`src/rtl/mlqm_ram.sv`:
```
// Generic single-write, single-read memory with a registered read port.
// Depends on nothing.
`timescale 1ns / 1ps

module mlqm_ram #(
  parameter int DEPTH = 256,
  parameter int WIDTH = 8
) (
  input  logic                                   clk,
  input  logic                                   we,
  input  logic [((DEPTH > 1) ? $clog2(DEPTH) : 1)-1:0] waddr,
  input  logic [WIDTH-1:0]                       wdata,
  input  logic [((DEPTH > 1) ? $clog2(DEPTH) : 1)-1:0] raddr,
  output logic [WIDTH-1:0]                       rdata
);

  logic [WIDTH-1:0] mem [DEPTH];

  // Write port and registered read port.
  always_ff @(posedge clk) begin
    if (we) begin
      mem[waddr] <= wdata;
    end
    rdata <= mem[raddr];
  end

endmodule

```
`config.mk`:
```
export PLATFORM = sky130hd
export DESIGN_NAME = mlqm_ram
export DESIGN_NICKNAME = d
export VERILOG_FILES = /design/src/rtl/mlqm_ram.sv
export SDC_FILE = /design/constraint.sdc
export NUM_CORES = 2
export LEC_CHECK = 0
export BUFFER_PORTS_ARGS = -buffer_cell sky130_fd_sc_hd__buf_2
export CORE_ASPECT_RATIO = 1.2
export CORE_UTILIZATION = 25
export CTS_CLUSTER_DIAMETER = 80
export DETAILED_ROUTE_END_ITERATION = 7
export PLACE_DENSITY = 0.42
export SLEW_MARGIN = 25
export SYNTH_ARGS = -nofsm -noshare
export SYNTH_HDL_FRONTEND = slang
export SYNTH_SLANG_ARGS = --single-unit
```
`constraint.sdc`:
```
create_clock -name clk -period 2.39 [get_ports clk]
set_input_delay 0.478 -clock clk [delete_from_list [all_inputs] [get_ports clk]]
set_output_delay 0.478 -clock clk [all_outputs]
set_load 0.05 [all_outputs]
```
==> run metrics <==
status=completed; worst r2r path cells=7; Setup WS pre-CTS=-1.389 ns; First-pass DRT Iterations=7; area delta synth->final=23.40%; Total Wirelength=236.8 mm; number of buffers added on ports=33; WL/cell=26.40 um; Worst-Skew Late Latency=0.91 ns; max_cap viols=0; Initial Util=25.17%; post-synth top area share=77.30%; Layout Nets=4,606; worst hold path class=in2reg; kind of critical path=reg2reg; CTS tree=yes; vias in the first global route=42,766; Slew Viols, Final=0; remaining global-route overflow=0; RSZ-0062 raised after global routing=true; Cells after Synth=3,733; core area=316,100 um^2; final hold slack=0.06858 ns; crit-path cells=mux4_2, a22o_1, a221oi_1, buf_4, o32ai_1, nor3_2, nor4_1; power per cell area=783.6 nW/um^2; Post-synth EDFFs=2,048; first-pass GRT wire length=335.7 mm; final core occ=31.05%; Final WS setup=0.03721 ns; CP endpoint kind=flip-flop; reg2reg setup slack=0.04 ns; Slew @ Worst Pin=1.002 ns; Synthesized Nets=3,759; CP startpoint=mem[211][5]$_DFFE_PP_; startpoint type of the worst setup path=flip-flop; setup violators final=0; die area=320,500 um^2; pin count of the biggest net entering global routing=91; max frequency=425.0 MHz; synthesized area=79,560 um^2; top cells by area, synth=edfxtp_1, mux4_2, mux2i_1, nor2_1, a22oi_1; number of distinct library cells after synthesis=55; clk slew on worst S/H paths=0.06 ns; hpwl dp=161.0 mm; Crit-path slowest cell=mux4_2; Ports=34; slowest stage delay, CP=0.48 ns; vias per inst=4.493; Die Span X=517.0 um; RePlAce Congestion=0.8126; CP Buf/Inv Count=1; Top Family by Delay on Critical Path=compound AO/OA/AOI/OAI gates; FF-to-FF End=rdata[5]$_DFF_P_; fin crit share=98.44%; sequential fraction of the synthesis area=77.50%; gr usage total=14.74%; most common cell in the netlist=edfxtp_1; Slew headroom=32.96%; Static Leak=31.38 nW; Routed Antenna Nets=0; worst path arrival time=3.12 ns; Via Count=40,301; clk root buf=clkbuf_16; Crit Path Max Fanout=1; drc violations=0; H-tree depth=4; Min Clock Period, post-route=2.353 ns; CP Depth=7; final hold vios=0; Die Span Y=620.0 um; DRT iter0 DRCs=3,126; Avg Cell Area, Syn=21.31 um^2; Setup crit end=rdata[5]$_DFF_P_; VDD IR max=0.6205 mV; clock net sink count=2,056; clk buf depth=4; Synth Register Bits=2,056; Reg-to-Reg Start=mem[211][5]$_DFFE_PP_; number of buffers created by CTS=215; Setup Skew=0.08778 ns; Syn. warnings=0; Main synth FF type=edfxtp_1; share of cells above drive strength 1=35.03%; area leader, netlist=edfxtp_1; initial antenna violation count=18; asr flop ratio synth=0%; top post-synthesis cells by count=edfxtp_1, mux4_2, nor2_1; floorplan row count=226; WP data required=3.16 ns
-- per-stage QoR --
stage	setup TNS (ns)	power (W)	instance area, um^2	std cells
global placement	-16.35	0.04530	91180	8575
CTS	-0.1293	0.07788	97990	8954
global route	-0.0003741	0.07925	98160	8967
floorplan	-0.007586	0.04257	79580	3733
finish	0	0.07692	98170	8970
detailed placement	-15.41	0.04532	91180	8575
-- flip-flops by register name, indices dropped and copies added, names as in the netlist --
register,flops
mem,2048
rdata,8
-- cells in the final DEF, fill, tap and decap left out, types with 42 or more instances in the layout --
cell	synthesis	final
o221ai_1	46	45
nor2_1	282	278
clkinv_1	1	42
clkbuf_16	0	219
mux2i_1	134	134
a22oi_1	133	133
buf_12	8	100
edfxtp_1	2048	2048
a21oi_1	96	96
mux4_2	454	454
buf_4	27	725
clkbuf_1	111	44
-- worst min path at each step --
stage | start | slack, ns | to | cells after the start
finish | wdata[1] | 0.07 | mem[200][1]$_DFFE_PP_ | 1
global route | wdata[1] | 0.03 | mem[201][1]$_DFFE_PP_ | 1
CTS | wdata[1] | 0.004 | mem[200][1]$_DFFE_PP_ | 1
detailed placement | wdata[3] | 0.89 | mem[87][3]$_DFFE_PP_ | 1
global placement | wdata[3] | 0.89 | mem[82][3]$_DFFE_PP_ | 1
floorplan | wdata[0] | 0.58 | mem[0][0]$_DFFE_PP_ | 0
-- layer usage --
layer	track usage, %	part of all wire (%)	wire length, um
met1	19.03	43	101300
met2	25.69	51	120500
met3	1.728	3.2	7677
met4	4.552	3.1	7278
met5	0	0.0055	13
-- cells by family (layout without fill, tap and decap cells) --
kind of cell	count (synthesis)	count (layout)	synth area share, %
mux	591	591	14.62
compound gates	385	385	3.419
other cells	0	16	0
buf+inv	235	1238	1.831
flops	2056	2056	77.50
simple gates	466	466	2.628
-- power by group --
group	switching [W]	internal [W]	total (W)
Clock	0.0139	0.0185	0.0324
Sequential	0.000123	0.0397	0.0399
Combinational	0.00277	0.00187	0.00465
-- final cells by class --
type                       instances  area, um^2
clock buffer                     263        5645
antenna                           16       40.04
timing repair buffer             863        7771
fill                           30797      218000
tap                             4218        5278
clock inverter                   110       996.0
multi-input combinational       1442       16760
inverter                           2       7.507
sequential                      2056       61670
-- what timing repair did --
item / 4_1_cts / 5_1_grt
endpoints found under the setup margin: 12 / 5
hold buffers: 6 / 0
hold endpoints to repair: 113 / 0
pin swaps: 0 / 11
setup buffers: 0 / 0
resized for setup: 21 / 23
Power figures use the tool's default switching activity.
