$ cat src/rtl/mlqm_pkg.sv
// Package for the multi-list queue manager: sizes, operation codes and the
// pointer and memory request types shared by the control and top-level files.
// Depends on nothing.
`timescale 1ns / 1ps

package mlqm_pkg;

  // Pool and list sizes.
  localparam int NUM_SLOTS  = 256;
  localparam int NUM_LISTS  = 5;

  // Fixed field widths of the item ports.
  localparam int KIND_W     = 2;
  localparam int LIST_W     = 3;
  localparam int SLOT_IN_W  = 8;

  // Derived internal widths.
  localparam int SLOT_W     = (NUM_SLOTS > 1) ? $clog2(NUM_SLOTS) : 1;
  localparam int LIST_IW    = (NUM_LISTS > 1) ? $clog2(NUM_LISTS) : 1;
  localparam int LINK_DEPTH = NUM_LISTS * NUM_SLOTS;
  localparam int LINK_AW    = (LINK_DEPTH > 1) ? $clog2(LINK_DEPTH) : 1;

  // Operation codes carried in the kind field.
  typedef enum logic [KIND_W-1:0] {
    OP_ADD    = 2'd0,
    OP_POP    = 2'd1,
    OP_REMOVE = 2'd2,
    OP_QUERY  = 2'd3
  } op_t;

  // Slot pointer with a valid bit.
  typedef struct packed {
    logic              valid;
    logic [SLOT_W-1:0] idx;
  } ptr_t;

  localparam int PTR_W = $bits(ptr_t);

  // Request to one of the link memories.
  typedef struct packed {
    logic               we;
    logic [LINK_AW-1:0] waddr;
    ptr_t               wdata;
    logic [LINK_AW-1:0] raddr;
  } link_req_t;

  // Request to the membership memory.
  typedef struct packed {
    logic                 we;
    logic [SLOT_W-1:0]    waddr;
    logic [NUM_LISTS-1:0] wdata;
    logic [SLOT_W-1:0]    raddr;
  } mem_req_t;

endpackage

$ cat src/rtl/mlqm_in_if.sv
// Request channel of the multi-list queue manager: valid, ready and one item.
// Depends on mlqm_pkg.
`timescale 1ns / 1ps

interface mlqm_in_if import mlqm_pkg::*; ();
  logic                 valid;
  logic                 ready;
  logic [KIND_W-1:0]    kind;
  logic [LIST_W-1:0]    list_sel;
  logic [SLOT_IN_W-1:0] slot_index;

  modport source (output valid, kind, list_sel, slot_index, input ready);
  modport sink   (input valid, kind, list_sel, slot_index, output ready);
endinterface

$ cat src/rtl/mlqm_out_if.sv
// Response channel of the multi-list queue manager: valid, ready and one item.
// Depends on mlqm_pkg.
`timescale 1ns / 1ps

interface mlqm_out_if import mlqm_pkg::*; ();
  logic                 valid;
  logic                 ready;
  logic                 done_res;
  logic [SLOT_IN_W-1:0] popped_slot;

  modport source (output valid, done_res, popped_slot, input ready);
  modport sink   (input valid, done_res, popped_slot, output ready);
endinterface

$ cat src/rtl/mlqm_ctrl.sv
// Sequencer of the multi-list queue manager: takes one item, reads the link
// and membership memories, then rewrites links, head, tail and membership.
// Depends on mlqm_pkg, mlqm_in_if and mlqm_out_if.
`timescale 1ns / 1ps

module mlqm_ctrl import mlqm_pkg::*; (
  input  logic                 clk,
  input  logic                 rst,
  mlqm_in_if.sink              req,
  mlqm_out_if.source           rsp,
  output link_req_t            next_req,
  output link_req_t            prev_req,
  output mem_req_t             mem_req,
  input  ptr_t                 next_rdata,
  input  ptr_t                 prev_rdata,
  input  logic [NUM_LISTS-1:0] mem_rdata
);

  typedef enum logic [2:0] {
    S_IDLE,
    S_READ,
    S_EXEC,
    S_LINK,
    S_RESP
  } state_t;

  localparam ptr_t PTR_NULL = '0;

  // Flat link address of one slot on one list.
  function automatic logic [LINK_AW-1:0] link_addr(input logic [LIST_IW-1:0] l,
                                                   input logic [SLOT_W-1:0]  s);
    return LINK_AW'(LINK_AW'(l) * LINK_AW'(NUM_SLOTS) + LINK_AW'(s));
  endfunction

  state_t               state;
  op_t                  op;
  logic [LIST_IW-1:0]   lst;
  logic [SLOT_W-1:0]    slot;
  logic                 ok;
  logic                 mvalid_rd;
  ptr_t                 last_tail;
  logic                 res_done;
  logic [SLOT_W-1:0]    res_slot;
  logic                 out_valid;
  logic                 out_done;
  logic [SLOT_IN_W-1:0] out_slot;
  ptr_t                 head [NUM_LISTS];
  ptr_t                 tail [NUM_LISTS];
  logic [NUM_SLOTS-1:0] mvalid;

  ptr_t                 cur_head;
  ptr_t                 cur_tail;
  ptr_t                 me;
  logic [SLOT_W-1:0]    slot_sel;
  logic [NUM_LISTS-1:0] member_cur;
  logic [NUM_LISTS-1:0] bit_mask;
  logic                 is_mem;
  logic                 ex_done;
  logic                 head_we;
  ptr_t                 head_wd;
  logic                 tail_we;
  ptr_t                 tail_wd;
  logic                 list_ok;
  logic                 slot_ok;
  op_t                  req_op;

  // Range checks on the incoming item.
  assign req_op  = op_t'(req.kind);
  assign list_ok = (32'(req.list_sel) < NUM_LISTS);
  assign slot_ok = (32'(req.slot_index) < NUM_SLOTS);

  // Port drives.
  assign req.ready       = (state == S_IDLE);
  assign rsp.valid       = out_valid;
  assign rsp.done_res    = out_done;
  assign rsp.popped_slot = out_slot;

  // Views of the current list and of the membership word read back.
  assign cur_head   = head[lst];
  assign cur_tail   = tail[lst];
  assign me         = '{valid: 1'b1, idx: slot};
  assign slot_sel   = (op == OP_POP) ? cur_head.idx : slot;
  assign member_cur = mvalid_rd ? mem_rdata : '0;
  assign bit_mask   = NUM_LISTS'(1) << lst;
  assign is_mem     = |(member_cur & bit_mask);

  // Memory requests and head/tail updates for each step of the sequence.
  always_comb begin
    next_req       = '0;
    prev_req       = '0;
    mem_req        = '0;
    next_req.raddr = link_addr(lst, slot_sel);
    prev_req.raddr = link_addr(lst, slot);
    mem_req.raddr  = slot_sel;
    head_we        = 1'b0;
    head_wd        = PTR_NULL;
    tail_we        = 1'b0;
    tail_wd        = PTR_NULL;
    ex_done        = 1'b0;
    case (state)
      S_EXEC: begin
        case (op)
          OP_ADD: begin
            if (ok && !is_mem) begin
              ex_done        = 1'b1;
              mem_req.we     = 1'b1;
              mem_req.waddr  = slot;
              mem_req.wdata  = member_cur | bit_mask;
              prev_req.we    = 1'b1;
              prev_req.waddr = link_addr(lst, slot);
              prev_req.wdata = cur_tail;
              next_req.we    = 1'b1;
              next_req.waddr = link_addr(lst, slot);
              next_req.wdata = PTR_NULL;
              if (!cur_tail.valid) begin
                head_we = 1'b1;
                head_wd = me;
              end
              tail_we = 1'b1;
              tail_wd = me;
            end
          end
          OP_POP: begin
            if (ok && cur_head.valid) begin
              ex_done       = 1'b1;
              mem_req.we    = 1'b1;
              mem_req.waddr = cur_head.idx;
              mem_req.wdata = member_cur & ~bit_mask;
              head_we       = 1'b1;
              if (next_rdata.valid) begin
                head_wd        = next_rdata;
                prev_req.we    = 1'b1;
                prev_req.waddr = link_addr(lst, next_rdata.idx);
                prev_req.wdata = PTR_NULL;
              end else begin
                tail_we = 1'b1;
              end
            end
          end
          OP_REMOVE: begin
            if (ok && is_mem) begin
              ex_done       = 1'b1;
              mem_req.we    = 1'b1;
              mem_req.waddr = slot;
              mem_req.wdata = member_cur & ~bit_mask;
              if (prev_rdata.valid) begin
                next_req.we    = 1'b1;
                next_req.waddr = link_addr(lst, prev_rdata.idx);
                next_req.wdata = next_rdata;
              end else begin
                head_we = 1'b1;
                head_wd = next_rdata;
              end
              if (next_rdata.valid) begin
                prev_req.we    = 1'b1;
                prev_req.waddr = link_addr(lst, next_rdata.idx);
                prev_req.wdata = prev_rdata;
              end else begin
                tail_we = 1'b1;
                tail_wd = prev_rdata;
              end
            end
          end
          default: begin
            ex_done = ok && cur_head.valid;
          end
        endcase
      end
      S_LINK: begin
        next_req.we    = 1'b1;
        next_req.waddr = link_addr(lst, last_tail.idx);
        next_req.wdata = me;
      end
      default: begin
      end
    endcase
  end

  // Sequencer state, list pointers, membership valid bits and result register.
  always_ff @(posedge clk) begin
    if (rst) begin
      state     <= S_IDLE;
      out_valid <= 1'b0;
      mvalid    <= '0;
      for (int i = 0; i < NUM_LISTS; i++) begin
        head[i].valid <= 1'b0;
        tail[i].valid <= 1'b0;
      end
    end else begin
      mvalid_rd <= mvalid[slot_sel];
      if (mem_req.we) begin
        mvalid[mem_req.waddr] <= 1'b1;
      end
      if (head_we) begin
        head[lst] <= head_wd;
      end
      if (tail_we) begin
        tail[lst] <= tail_wd;
      end
      // The result register loads a new item or empties once it is taken.
      if (state == S_RESP && (!out_valid || rsp.ready)) begin
        out_valid <= 1'b1;
      end else if (rsp.ready) begin
        out_valid <= 1'b0;
      end
      case (state)
        S_IDLE: begin
          if (req.valid) begin
            op    <= req_op;
            lst   <= list_ok ? LIST_IW'(req.list_sel) : '0;
            slot  <= SLOT_W'(req.slot_index);
            ok    <= list_ok && (slot_ok || req_op == OP_POP || req_op == OP_QUERY);
            state <= S_READ;
          end
        end
        S_READ: begin
          state <= S_EXEC;
        end
        S_EXEC: begin
          res_done  <= ex_done;
          res_slot  <= (op == OP_POP && ex_done) ? cur_head.idx : '0;
          last_tail <= cur_tail;
          if (op == OP_ADD && ex_done && cur_tail.valid) begin
            state <= S_LINK;
          end else begin
            state <= S_RESP;
          end
        end
        S_LINK: begin
          state <= S_RESP;
        end
        S_RESP: begin
          if (!out_valid || rsp.ready) begin
            out_done <= res_done;
            out_slot <= SLOT_IN_W'(res_slot);
            state    <= S_IDLE;
          end
        end
        default: begin
          state <= S_IDLE;
        end
      endcase
    end
  end

endmodule

$ cat src/flat_wrapper.sv
// flat-port wrapper written by rule: the top's interface ports become plain ports
module mlqm_ctrl_flat import mlqm_pkg::*;
  (clk, rst, next_req, prev_req, mem_req, next_rdata, prev_rdata, mem_rdata, req_valid, req_kind, req_list_sel, req_slot_index, req_ready, rsp_valid, rsp_done_res, rsp_popped_slot, rsp_ready);
  mlqm_in_if req_i ();
  mlqm_out_if rsp_i ();
  input  logic clk;
  input  logic rst;
  output link_req_t next_req;
  output link_req_t prev_req;
  output mem_req_t mem_req;
  input  ptr_t next_rdata;
  input  ptr_t prev_rdata;
  input  logic [NUM_LISTS-1:0] mem_rdata;
  input wire logic [$bits(req_i.valid)-1:0] req_valid;
  input wire logic [$bits(req_i.kind)-1:0] req_kind;
  input wire logic [$bits(req_i.list_sel)-1:0] req_list_sel;
  input wire logic [$bits(req_i.slot_index)-1:0] req_slot_index;
  output wire logic [$bits(req_i.ready)-1:0] req_ready;
  output wire logic [$bits(rsp_i.valid)-1:0] rsp_valid;
  output wire logic [$bits(rsp_i.done_res)-1:0] rsp_done_res;
  output wire logic [$bits(rsp_i.popped_slot)-1:0] rsp_popped_slot;
  input wire logic [$bits(rsp_i.ready)-1:0] rsp_ready;
  assign req_i.valid = req_valid;
  assign req_i.kind = req_kind;
  assign req_i.list_sel = req_list_sel;
  assign req_i.slot_index = req_slot_index;
  assign req_ready = req_i.ready;
  assign rsp_valid = rsp_i.valid;
  assign rsp_done_res = rsp_i.done_res;
  assign rsp_popped_slot = rsp_i.popped_slot;
  assign rsp_i.ready = rsp_ready;
  mlqm_ctrl u_core (.clk(clk), .rst(rst), .req(req_i), .rsp(rsp_i), .next_req(next_req), .prev_req(prev_req), .mem_req(mem_req), .next_rdata(next_rdata), .prev_rdata(prev_rdata), .mem_rdata(mem_rdata));
endmodule
$ cat config.mk
export PLATFORM = sky130hd
export DESIGN_NAME = mlqm_ctrl_flat
export DESIGN_NICKNAME = d
export VERILOG_FILES = /design/src/rtl/mlqm_pkg.sv /design/src/rtl/mlqm_in_if.sv /design/src/rtl/mlqm_out_if.sv /design/src/rtl/mlqm_ctrl.sv /design/src/flat_wrapper.sv
export SDC_FILE = /design/constraint.sdc
export NUM_CORES = 1
export LEC_CHECK = 0
export BUFFER_PORTS_ARGS = -buffer_cell sky130_fd_sc_hd__buf_2
export CAP_MARGIN = 40
export CORE_UTILIZATION = 45
export DETAILED_ROUTE_END_ITERATION = 8
export SLEW_MARGIN = 30
export SYNTH_ARGS = -nofsm -noshare
export SYNTH_HDL_FRONTEND = slang
export SYNTH_SLANG_ARGS = --single-unit
$ cat constraint.sdc
create_clock -name clk -period 3.9 [get_ports clk]
set_input_delay 0 -clock clk [delete_from_list [all_inputs] [get_ports clk]]
set_output_delay 0 -clock clk [all_outputs]
set_load 0.03 [all_outputs]
==> results.md, run 1 <==
* Outcome: completed
* Number of enable flip-flop cells after synthesis at 185
* Fmax at roughly 270 MHz
* Top cell type's share of synthesized area at 28.5%
* Worst-path clk slew at ~0.070 ns
* Seq cells post-synth at 448
* Wire per inst at 22.2 µm
* Register area share after synthesis at 55.6%
* Power per Cell Area at 446 nW/µm²
* Critical path capture point type: flip-flop
* Warnings from Yosys at 0
* Sequential Area at 10,800 µm²
* Number of global-route vias before repair at 14,500
* Final hold violation count at 0
* Critical Path, Cell by Cell: buf_4 -> mux4_2 -> mux2i_1 -> buf_4 -> a21o_1 -> clkinv_1 -> nor2_1 -> a21oi_1 -> o2bb2ai_1 -> o31ai_1 -> o22ai_1
* Max-Cap Viols at 0
* Resized cells post-CTS at 0
* CTS max path bufs at 3
* Top cells by area, synth: edfxtp_1, dfxtp_1, a21oi_1
* Worst Path Buf+Inv at 3
* Core area at roughly 42,000 µm²
* Gr ovfl total at 0
* Setup TNS at 0 ns
* Synth Flop Type: dfxtp_1
* Post-Synth Adder-Cell Area at 0.257%
* Chip width at 210 µm
* Post-synthesis async set-or-reset flop share at 0%
* Critical Path Most Common Cell: buf_4
* Routed wl met3 at approximately 4.7 mm
* Commonest non-fill, non-tap cell in the layout: nor2_1
* Worst Hold Class: primary input to flip-flop
* Multiplexer area fraction after synthesis at 11.7%
* Metal2 WL at 26.3 mm
* Cts hold-fix bufs at 28
* CP top delay family: compound AO/OA/AOI/OAI gates
* Cells after synthesis at 1,852
* WL final at 58.4 mm
* Yosys top cell by area: edfxtp_1
* Die footprint at roughly 44,000 µm²
* Setup violators final at 0
* Vias at 15,400
* Vias per inst at 5.84
* First-pass GRT wire length at 87.8 mm
* Most frequent cells in the layout: nor2_1, a21oi_1, dfxtp_1
* Fin. max-slew vios at 0
* GRT Util Overall at 26.2%
* Critical path peak fanout at 10
* # IOs at 137
* Port Buffer Count at around 140
* Synthesized area at approximately 19,000 µm²
* Compound-Gate Fraction of Synth Area at a little over an eighth
* DP HPWL at around 37 mm
* Worst VDD drop at 0.307 mV
* Initial core utilization at 46.0%
* RSZ-0062 raised after global routing: no
* Xor/xnor share of the synthesized area at 0%
* Largest net degree at the start of global routing at between 200 and 250
* Syn Area/Cell at 10.5 µm²
* Initial antenna violation count at 1
* Share of cells above drive strength 1 at 20.8%
* R2R setup slack at 0.24 ns
* Crit-path max cell delay at 0.58 ns
* Multi-input logic area at 7860 µm²
* DR top layer: met5
* P_leak at 8.27 nW
* Arrival @ worst endpoint at 3.98 ns
* Die Y at approximately 210 µm
* Total CTS buffers at 47
* Worst skew pair latency at 0.59 ns
* Unique masters post-synth at 76
* Main combinational cell family by area after synthesis: simple AND/OR/NAND/NOR gates
* Slowest-stage cell, CP: nor2_1
* Routed met1 length at between 20 and 30 mm
* Simple-Gate Fraction of Synth Area at 14.6%
* Worst Tran Pin Value at 1.09 ns
* Fillers at 3,691
* ANT cells at 0
* TritonCTS clock tree: yes
* Period utilization at 93.8%
* Setup crit start kind: flip-flop
* Finished Layout Cells at 2,634
* Min Tclk post-route at 3.66 ns
* WP data required at 4.22 ns
* RePlAce Congestion at 0.921
* Total power at 10.2 mW
* NumNets Final at about 2,100
* Postcts setup bufs at 0
* Syn Nets at 1,896
* Post-route ant nets at 0
* Relative slew margins at 27.5%
* DRC at 0
* H-tree depth at 2
* Area delta synth->final at 17.6%
* CTS sink cnt at 448
* DR iter-0 viols at about 1,800
* First-pass DRT Iterations at 6
* Inst Count DP at roughly 2,500
* Worst clock skew at 0.0281 ns
* Row count at 75
* Kind of critical path: flip-flop to flip-flop
* Root buf cell: clkbuf_16
[state kept, by name, summed over array words and instances, names as in the netlist, named ones only]
| register | cells |
|---|---|
| u_core.state | 3 |
| u_core.slot | 8 |
| u_core.head | 72 |
| u_core.rsp.popped_slot | 8 |
| u_core.tail | 72 |
| u_core.res_done | 1 |
| u_core.rsp.valid | 1 |
| u_core.last_tail | 8 |
| u_core.lst | 3 |
| u_core.mvalid | 256 |
| u_core.mvalid_rd | 1 |
| u_core.rsp.done_res | 1 |
| u_core.ok | 1 |
| u_core.op | 2 |
| u_core.res_slot | 8 |
[cells by family after synthesis]
| group | after synthesis |
|---|---|
| AND/OR/NAND/NOR | 621 |
| flip-flops | 448 |
| AO/OA/AOI/OAI | 441 |
| multiplexers | 169 |
| buffers and inverters | 169 |
| adder cells (fa/ha/maj) | 4 |
[final timing paths]
check                                        end  depth (start not counted)                              from
max                   u_core.mvalid_rd$_DFFE_PN_                         11                         flip-flop
min                  u_core.head[7][8]$_DFFE_PP_                          4                     prev_rdata[8]
max reg2reg           u_core.mvalid_rd$_DFFE_PN_                         11                         flip-flop
min reg2reg  u_core.rsp.popped_slot[0]$_DFFE_PP_                          0  u_core.res_slot[0]$_SDFFCE_PN0P_
[cells in the mapped netlist (all sizes together), types with 2 or more instances]
| cell type | n |
|---|---|
| a211oi | 6 |
| mux4 | 44 |
| a21oi | 280 |
| and4b | 3 |
| mux2 | 20 |
| inv | 18 |
| o21ai | 30 |
| nand2 | 129 |
| o2bb2ai | 2 |
| o22ai | 7 |
| a311oi | 4 |
| dfxtp | 263 |
| clkbuf | 70 |
| nor4bb | 2 |
| a21o | 5 |
| buf | 80 |
| o211ai | 8 |
| a221oi | 6 |
| o21a | 2 |
| a22oi | 21 |
| o211a | 3 |
| and3 | 5 |
| edfxtp | 185 |
| nor2b | 14 |
| nor3 | 25 |
| or3 | 2 |
| nand2b | 9 |
| a31oi | 28 |
| nand3 | 34 |
| and2 | 9 |
| nand4 | 8 |
| nor3b | 8 |
| ha | 4 |
| a21boi | 10 |
| o221ai | 3 |
| nor4b | 5 |
| mux2i | 105 |
| o32ai | 2 |
| nor4 | 10 |
| a32oi | 3 |
| o31ai | 3 |
| nand3b | 5 |
| a22o | 8 |
| o2111ai | 3 |
| nor2 | 351 |
[worst min-delay path, cell delays in order]
cell and delay (ns):
buf_2 0.11, o21ai_0 0.09, nor2_1 0.16, nor2_1 0.11
[stage by stage]
step	cell area (µm²)	setup WS, ns	utilization, %	hold WS (ns)
after floorplan	19500	0.327	-	0.0989
after global placement	20900	0.226	49.4	0.179
after detailed placement	21000	0.249	49.6	0.179
after CTS	22900	0.264	54.0	0.0525
after global routing	22900	0.0462	54.1	0.122
final	22900	0.242	54.1	0.0967
[layout make-up]
cell class | count | share of cell area, %
inverter | 19 | 0.333
clock buffer | 62 | 5.74
sequential | 448 | 47.2
timing repair buffer | 267 | 7.98
multi-input combinational | 1235 | 34.3
clock inverter | 26 | 1.23
tap | 577 | 3.15
[power breakdown]
group | internal [mW] | leakage [nW] | switching, mW
clock | 2.72 | 0.768 | 1.85
sequential | 4.87 | 3.68 | 0.0349
combinational | 0.261 | 3.82 | 0.479
total | 7.85 | 8.27 | 2.37
[per-layer routing]
layer	track usage (%)	vias to the layer above
met5	0	-
met4	7.40	2
met3	5.13	105
met1	37.4	7621
li1	-	6973
met2	40.6	676
No activity file was read; power rests on OpenSTA's default activity.
==> run 2, diff against run 1 <==
--- a/config.mk
+++ b/config.mk
@@ -7,8 +7,12 @@
 export LEC_CHECK = 0
 export BUFFER_PORTS_ARGS = -buffer_cell sky130_fd_sc_hd__buf_2
 export CAP_MARGIN = 40
+export CELL_PAD_IN_SITES_DETAIL_PLACEMENT = 0
+export CELL_PAD_IN_SITES_GLOBAL_PLACEMENT = 1
 export CORE_UTILIZATION = 45
 export DETAILED_ROUTE_END_ITERATION = 8
+export HOLD_SLACK_MARGIN = 0.1
+export PLACE_DENSITY_LB_ADDON = 0.1
 export SLEW_MARGIN = 30
 export SYNTH_ARGS = -nofsm -noshare
 export SYNTH_HDL_FRONTEND = slang
==> results.md, run 2 (synthesis results as in run 1) <==
* DP HPWL at 39.3 mm (was 37.4 mm)
* NumNets Final at 2,069 (was 2,062)
* Arrival @ worst endpoint at 4.00 ns (was 3.98 ns)
* CTS sink cnt at 448 (unchanged)
* WP data required at 4.21 ns (was 4.22 ns)
* Most Used Layer, Global Route: met2 (unchanged)
* Met1 Use GR at 39.9% (was 37.4%)
* Root buf cell: clkbuf_16 (unchanged)
* Final worst slack at 0.211 ns (was 0.242 ns)
* Sw Pwr at 2.37 mW (about the same)
* Global-route met2 utilization at 41.0% (was 40.6%)
* HP Start: req_slot_index[0] (was prev_rdata[8])
* Critical path capture point type: flip-flop (unchanged)
* Share of cells above drive strength 1 at 20.7% (was 20.8%)
* DRC at 0 (unchanged)
* First-pass DRT Iterations at 5 (was 6)
* Hold Crit Depth at 2 (was 4)
* DP Worst Slack at -0.0506 ns (was 0.249 ns)
* Crit Reg-Reg Endpoint: u_core.mvalid_rd$_DFFE_PN_ (unchanged)
* Critical path peak fanout at 9 (was 10)
* RSZ-0062 raised after global routing: no (unchanged)
* Top flop regs: u_core.mvalid (256), u_core.head (72), u_core.tail (72) (unchanged)
* TritonCTS clock tree: yes (unchanged)
* Power per Cell Area at 446 nW/µm² (about the same)
* GRT Util Overall at 27.2% (was 26.2%)
* Area delta synth->final at 17.7% (was 17.6%)
* Min Tclk post-route at 3.69 ns (was 3.66 ns)
* Kind of critical path: flip-flop to flip-flop (unchanged)
* P_leak at 8.32 nW (was 8.27 nW)
* Worst Tran Pin Value at 0.818 ns (was 1.09 ns)
* Vias at 15,100 (was 15,400)
* Core area at 42,300 µm² (unchanged)
* Worst-path clk slew at 0.06 ns (was 0.07 ns)
* Biggest register: u_core.mvalid (unchanged)
* Internal at 7.84 mW (was 7.85 mW)
* CTS max path bufs at 3 (unchanged)
* Initial core utilization at 46.0% (unchanged)
* Inst Count DP at 2,523 (was 2,514)
* Period utilization at 94.6% (was 93.8%)
* Max-Cap Viols at 0 (unchanged)
* Sequential share of power at 48.0% (about the same)
* Setup violators final at 0 (unchanged)
* Total CTS buffers at 49 (was 47)
* Postcts setup bufs at 0 (unchanged)
* Wire per inst at 22.7 µm (was 22.2 µm)
* Initial antenna violation count at 0 (was 1)
* Worst VDD drop at 0.340 mV (was 0.307 mV)
* Clock power frac at 44.7% (was 44.8%)
* Gr ovfl total at 0 (unchanged)
* Global-route met3 utilization at 4.19% (was 5.13%)
* Post-route ant nets at 0 (unchanged)
* Vias per inst at 5.72 (was 5.84)
* DR iter-0 viols at 1,264 (was 1,825)
* Outcome: completed (unchanged)
* Commonest non-fill, non-tap cell in the layout: nor2_1 (unchanged)
* Number of global-route vias before repair at 14,500 (about the same)
* Logic pwr share at 7.3% (was 7.2%)
* Fillers at 3,745 (was 3,691)
* Relative slew margins at 45.5% (was 27.5%)
* Fmax at 271 MHz (was 273 MHz)
* Worst Reg2Reg Path Length in Cells at 10 (was 11)
* RePlAce Congestion at 0.901 (was 0.921)
* First-pass GRT wire length at 90.1 mm (was 87.8 mm)
* Port Buffer Count at 136 (unchanged)
* Chip width at 210 µm (unchanged)
* Max FFs per register at 256 (unchanged)
* Row count at 75 (unchanged)
* # IOs at 137 (unchanged)
* Largest net degree at the start of global routing at 100 (was 210)
* Setup crit start kind: flip-flop (unchanged)
* R2R setup slack at 0.21 ns (was 0.24 ns)
* Finished Layout Cells at 2,642 (was 2,634)
* Worst clock skew at 0.0261 ns (was 0.0281 ns)
* Die footprint at 44,100 µm² (unchanged)
* H-tree depth at 2 (unchanged)
* Die Y at 210 µm (unchanged)
* Setup TNS at 0 ns (unchanged)
* Most frequent cells in the layout: nor2_1, a21oi_1, dfxtp_1 (unchanged)
* Final hold violation count at 0 (unchanged)
* Switching share of total power at 23.2% (about the same)
* Fin. max-slew vios at 0 (unchanged)
* Worst Hold Class: primary input to flip-flop (unchanged)
* WL final at 60.1 mm (was 58.4 mm)
* Worst Hold End: u_core.slot[0]$_DFFE_PP_ (was u_core.head[7][8]$_DFFE_PP_)
* Worst skew pair latency at 0.59 ns (about the same)
* ANT cells at 0 (unchanged)
## run 2: what timing repair did
action / in CTS / in global routing
hold buffers: 28 / 0
endpoints found under the hold margin: 176 / 0
setup endpoints to repair: 1 / 1
gates resized for setup: 1 / 1
## run 2: worst max-delay path by stage
stage	from	to	cells past startpoint
finish	flip-flop	u_core.mvalid_rd$_DFFE_PN_	10
global route	flip-flop	u_core.mvalid_rd$_DFFE_PN_	10
CTS	flip-flop	u_core.mvalid_rd$_DFFE_PN_	10
detailed placement	flip-flop	u_core.mvalid_rd$_DFFE_PN_	10
global placement	flip-flop	u_core.mvalid_rd$_DFFE_PN_	10
floorplan	flip-flop	u_core.head[6][0]$_DFFE_PP_	11
## run 2: cell type report
cell class	count	area, µm²	area share, %
clock inverter	14	131	0.573
multi-input combinational	1235	7850	34.3
sequential	448	10800	47.2
clock buffer	77	1460	6.39
timing repair buffer	272	1850	8.09
tap	577	722	3.15
inverter	19	76.3	0.333
## run 2: power by group through the flow
stage | Sequential (mW) | Clock, mW | Combinational, mW
final | 4.90 | 4.56 | 0.749
after CTS | 4.90 | 4.65 | 0.743
after floorplan | 4.99 | 0 | 0.473
after global routing | 4.90 | 4.83 | 0.792
after detailed placement | 5.00 | 0 | 0.719
after global placement | 5.00 | 0 | 0.714
## run 2: per-stage QoR
step	hold slack [ns]	utilization [%]	total power, mW	area (µm²)
6_report	0.150	54.2	10.2	22900
5_1_grt	0.140	54.2	10.5	22900
4_1_cts	0.114	54.1	10.3	22900
3_5_place_dp	0.182	49.7	5.72	21000
3_3_place_gp	0.178	49.6	5.72	21000
2_1_floorplan	0.0989	-	5.47	19500
## run 2: worst max-delay path, cell delays in order, from the launching register on
cell and delay [ns]:
dfxtp_2 0.47, mux4_2 0.54, mux2_2 0.37, a21oi_4 0.22, inv_2 0.13, nand2_1 0.30
o32ai_2 0.23, nor4_1 0.58, nor4_1 0.14, nor4_2 0.31, o22ai_1 0.14
## run 2: routing by layer
metal / vias to the layer above / part of all wire [%]
met5: - / 0
met4: 0 / 2.8
met3: 95 / 6.3
met2: 490 / 44
met1: 7532 / 47
li1: 6992 / -
==> run 3, diff against run 2 <==
--- a/config.mk
+++ b/config.mk
@@ -13,6 +13,7 @@
 export DETAILED_ROUTE_END_ITERATION = 8
 export HOLD_SLACK_MARGIN = 0.1
 export PLACE_DENSITY_LB_ADDON = 0.1
+export RECOVER_POWER = 100
 export SLEW_MARGIN = 30
 export SYNTH_ARGS = -nofsm -noshare
 export SYNTH_HDL_FRONTEND = slang
==> results.md, run 3 (synthesis results as in run 1) <==
* Outcome: complete, but fails checks (was completed)
* Failing checks: max-capacitance violations, max-slew violations
* Worst-path clk slew at 0.06 ns (about the same)
* TritonCTS clock tree: yes (unchanged)
* Commonest non-fill, non-tap cell in the layout: nor2_1 (unchanged)
* Max-Cap Viols at 1 (was 0)
* Share of cells above drive strength 1 at 15.2% (was 20.7%)
* Die footprint at 44,100 µm² (unchanged)
* Final instance area at 22,600 µm² (was 22,900 µm²)
* Gr ovfl total at 0 (unchanged)
* Slowest-stage cell, CP: nor4_1 (unchanged)
* Post-route ant nets at 0 (unchanged)
* Kind of critical path: flip-flop to flip-flop (unchanged)
* Fin. max-slew vios at 100 (was 0)
* Worst VDD drop at 0.341 mV (was 0.340 mV)
* WL final at 60.1 mm (about the same)
* First-pass GRT wire length at 90.1 mm (unchanged)
* NumNets Final at 2,069 (unchanged)
* Largest net degree at the start of global routing at 100 (unchanged)
* DP Worst Slack at -0.0506 ns (unchanged)
* Final worst slack at 0.243 ns (was 0.211 ns)
* Inst Count DP at 2,523 (unchanged)
* Period utilization at 93.8% (was 94.6%)
* Power per Cell Area at 452 nW/µm² (was 446 nW/µm²)
* Critical Path, Cell by Cell: mux4_2 -> mux2_2 -> a21oi_4 -> inv_2 -> nand2_1 -> o32ai_2 -> nor4_1 -> nor4_1 -> nor4_2 -> o22ai_1 (unchanged)
* Min Tclk post-route at 3.66 ns (was 3.69 ns)
* Wire per inst at 22.7 µm (about the same)
* Most frequent cells in the layout: nor2_1, a21oi_1, dfxtp_1 (unchanged)
* Worst Path Buf+Inv at 1 (unchanged)
* Finished Layout Cells at 2,643 (was 2,642)
* # IOs at 137 (unchanged)
* Total CTS buffers at 49 (unchanged)
* Critical path capture point type: flip-flop (unchanged)
* Vias per inst at 5.72 (about the same)
* Port Buffer Count at 136 (unchanged)
* Setup violators final at 0 (unchanged)
* Chip width at 210 µm (unchanged)
* Worst Hold Class: primary input to flip-flop (unchanged)
* Fillers at 3,837 (was 3,745)
* H-tree depth at 2 (unchanged)
* DP HPWL at 39.3 mm (unchanged)
* Initial core utilization at 46.0% (unchanged)
* Number of global-route vias before repair at 14,500 (unchanged)
* Critical path peak fanout at 9 (unchanged)
* Biggest register: u_core.mvalid (unchanged)
* CP top delay family: simple AND/OR/NAND/NOR gates (unchanged)
* CTS sink cnt at 448 (unchanged)
* WHS at 0.148 ns (was 0.150 ns)
* Row count at 75 (unchanged)
* Area delta synth->final at 15.9% (was 17.7%)
* RSZ-0062 raised after global routing: no (unchanged)
* DRC at 0 (unchanged)
* Initial antenna violation count at 0 (unchanged)
* Relative slew margins at -44.2% (was 45.5%)
* Vias at 15,100 (about the same)
* Max FFs per register at 256 (unchanged)
* Final hold violation count at 0 (unchanged)
* WP data required at 4.21 ns (about the same)
* Die Y at 210 µm (unchanged)
* DR iter-0 viols at 1,324 (was 1,264)
* CTS max path bufs at 3 (unchanged)
* Critical Path Most Common Cell: nor4_1 (unchanged)
* Total power at 10.2 mW (about the same)
* Root buf cell: clkbuf_16 (unchanged)
* First-pass DRT Iterations at 5 (unchanged)
* Setup crit start kind: flip-flop (unchanged)
* Worst skew pair latency at 0.59 ns (about the same)
* Top flop regs: u_core.mvalid (256), u_core.head (72), u_core.tail (72) (unchanged)
* Placed Area at 21,000 µm² (unchanged)
* P_leak at 7.91 nW (was 8.32 nW)
* Core area at 42,300 µm² (unchanged)
* Crit-path max cell delay at 0.56 ns (was 0.58 ns)
* Arrival @ worst endpoint at 3.97 ns (was 4.00 ns)
* Worst clock skew at 0.0268 ns (was 0.0261 ns)
* GRT Util Overall at 27.2% (unchanged)
* Worst Tran Pin Value at 2.16 ns (was 0.818 ns)
* RePlAce Congestion at 0.901 (unchanged)
* Fmax at 273 MHz (was 271 MHz)
## run 3: cell types whose count changed in the layout (fill, tap and decap cells not counted), moves of 4 or more
| cell | delta |
|---|---|
| mux2_2 | -7 |
| buf_2 | -82 |
| clkbuf_1 | +91 |
| nor3b_2 | -4 |
| buf_4 | -38 |
| mux2_1 | +7 |
| nor3b_1 | +4 |
| clkbuf_2 | +29 |
## run 3: final timing paths
kind | cells past startpoint | from | slack [ns] | endpoint
worst min register to register | 0 | u_core.res_slot[1]$_SDFFCE_PN0P_ | 0.42 | u_core.rsp.popped_slot[1]$_DFFE_PP_
worst max register to register | 10 | flip-flop | 0.24 | u_core.mvalid_rd$_DFFE_PN_
worst min-delay path | 2 | req_slot_index[0] | 0.15 | u_core.slot[0]$_DFFE_PP_
worst max-delay path | 10 | flip-flop | 0.24 | u_core.mvalid_rd$_DFFE_PN_
## run 3: report_power, final
part / internal (mW) / switching [mW] / total (mW) / leakage (nW)
logic: 0.247 / 0.485 / 0.733 / 3.44
clock network: 2.71 / 1.85 / 4.56 / 0.790
registers: 4.87 / 0.0330 / 4.90 / 3.68
## run 3: final cells by class
type / count / area, µm² / share of cell area (%)
Timing Repair Buffer: 272 / 1640 / 7.26
Tap cell: 577 / 722 / 3.20
Antenna cell: 1 / 2.50 / 0.0111
Sequential cell: 448 / 10800 / 48.0
Inverter: 19 / 73.8 / 0.327
Multi-Input combinational cell: 1235 / 7710 / 34.2
Clock inverter: 14 / 131 / 0.582
Clock buffer: 77 / 1460 / 6.49
## run 3: stage by stage
step	utilization [%]	TNS, ns
after floorplan	-	0
after global placement	49.6	-0.0521
after detailed placement	49.7	-0.0506
after CTS	54.1	0
after global routing	53.3	0
final	53.3	0
## run 3: metal layers
metal | part of all wire [%] | up-vias | routed length [µm] | track usage [%]
met5 | 0 | - | 0 | 0
met2 | 44 | 498 | 26500 | 41.0
met1 | 46 | 7525 | 27900 | 39.9
met4 | 2.9 | 0 | 1710 | 9.19
li1 | - | 6993 | - | -
met3 | 6.5 | 97 | 3910 | 4.19
## run 3: repair_timing
action | 4_1_cts | 5_1_grt
setup buffers | 0 | 0
gates resized for setup | 1 | 1
hold buffers | 28 | 0
hold endpoints to repair | 176 | 0
setup endpoints to repair | 1 | 1
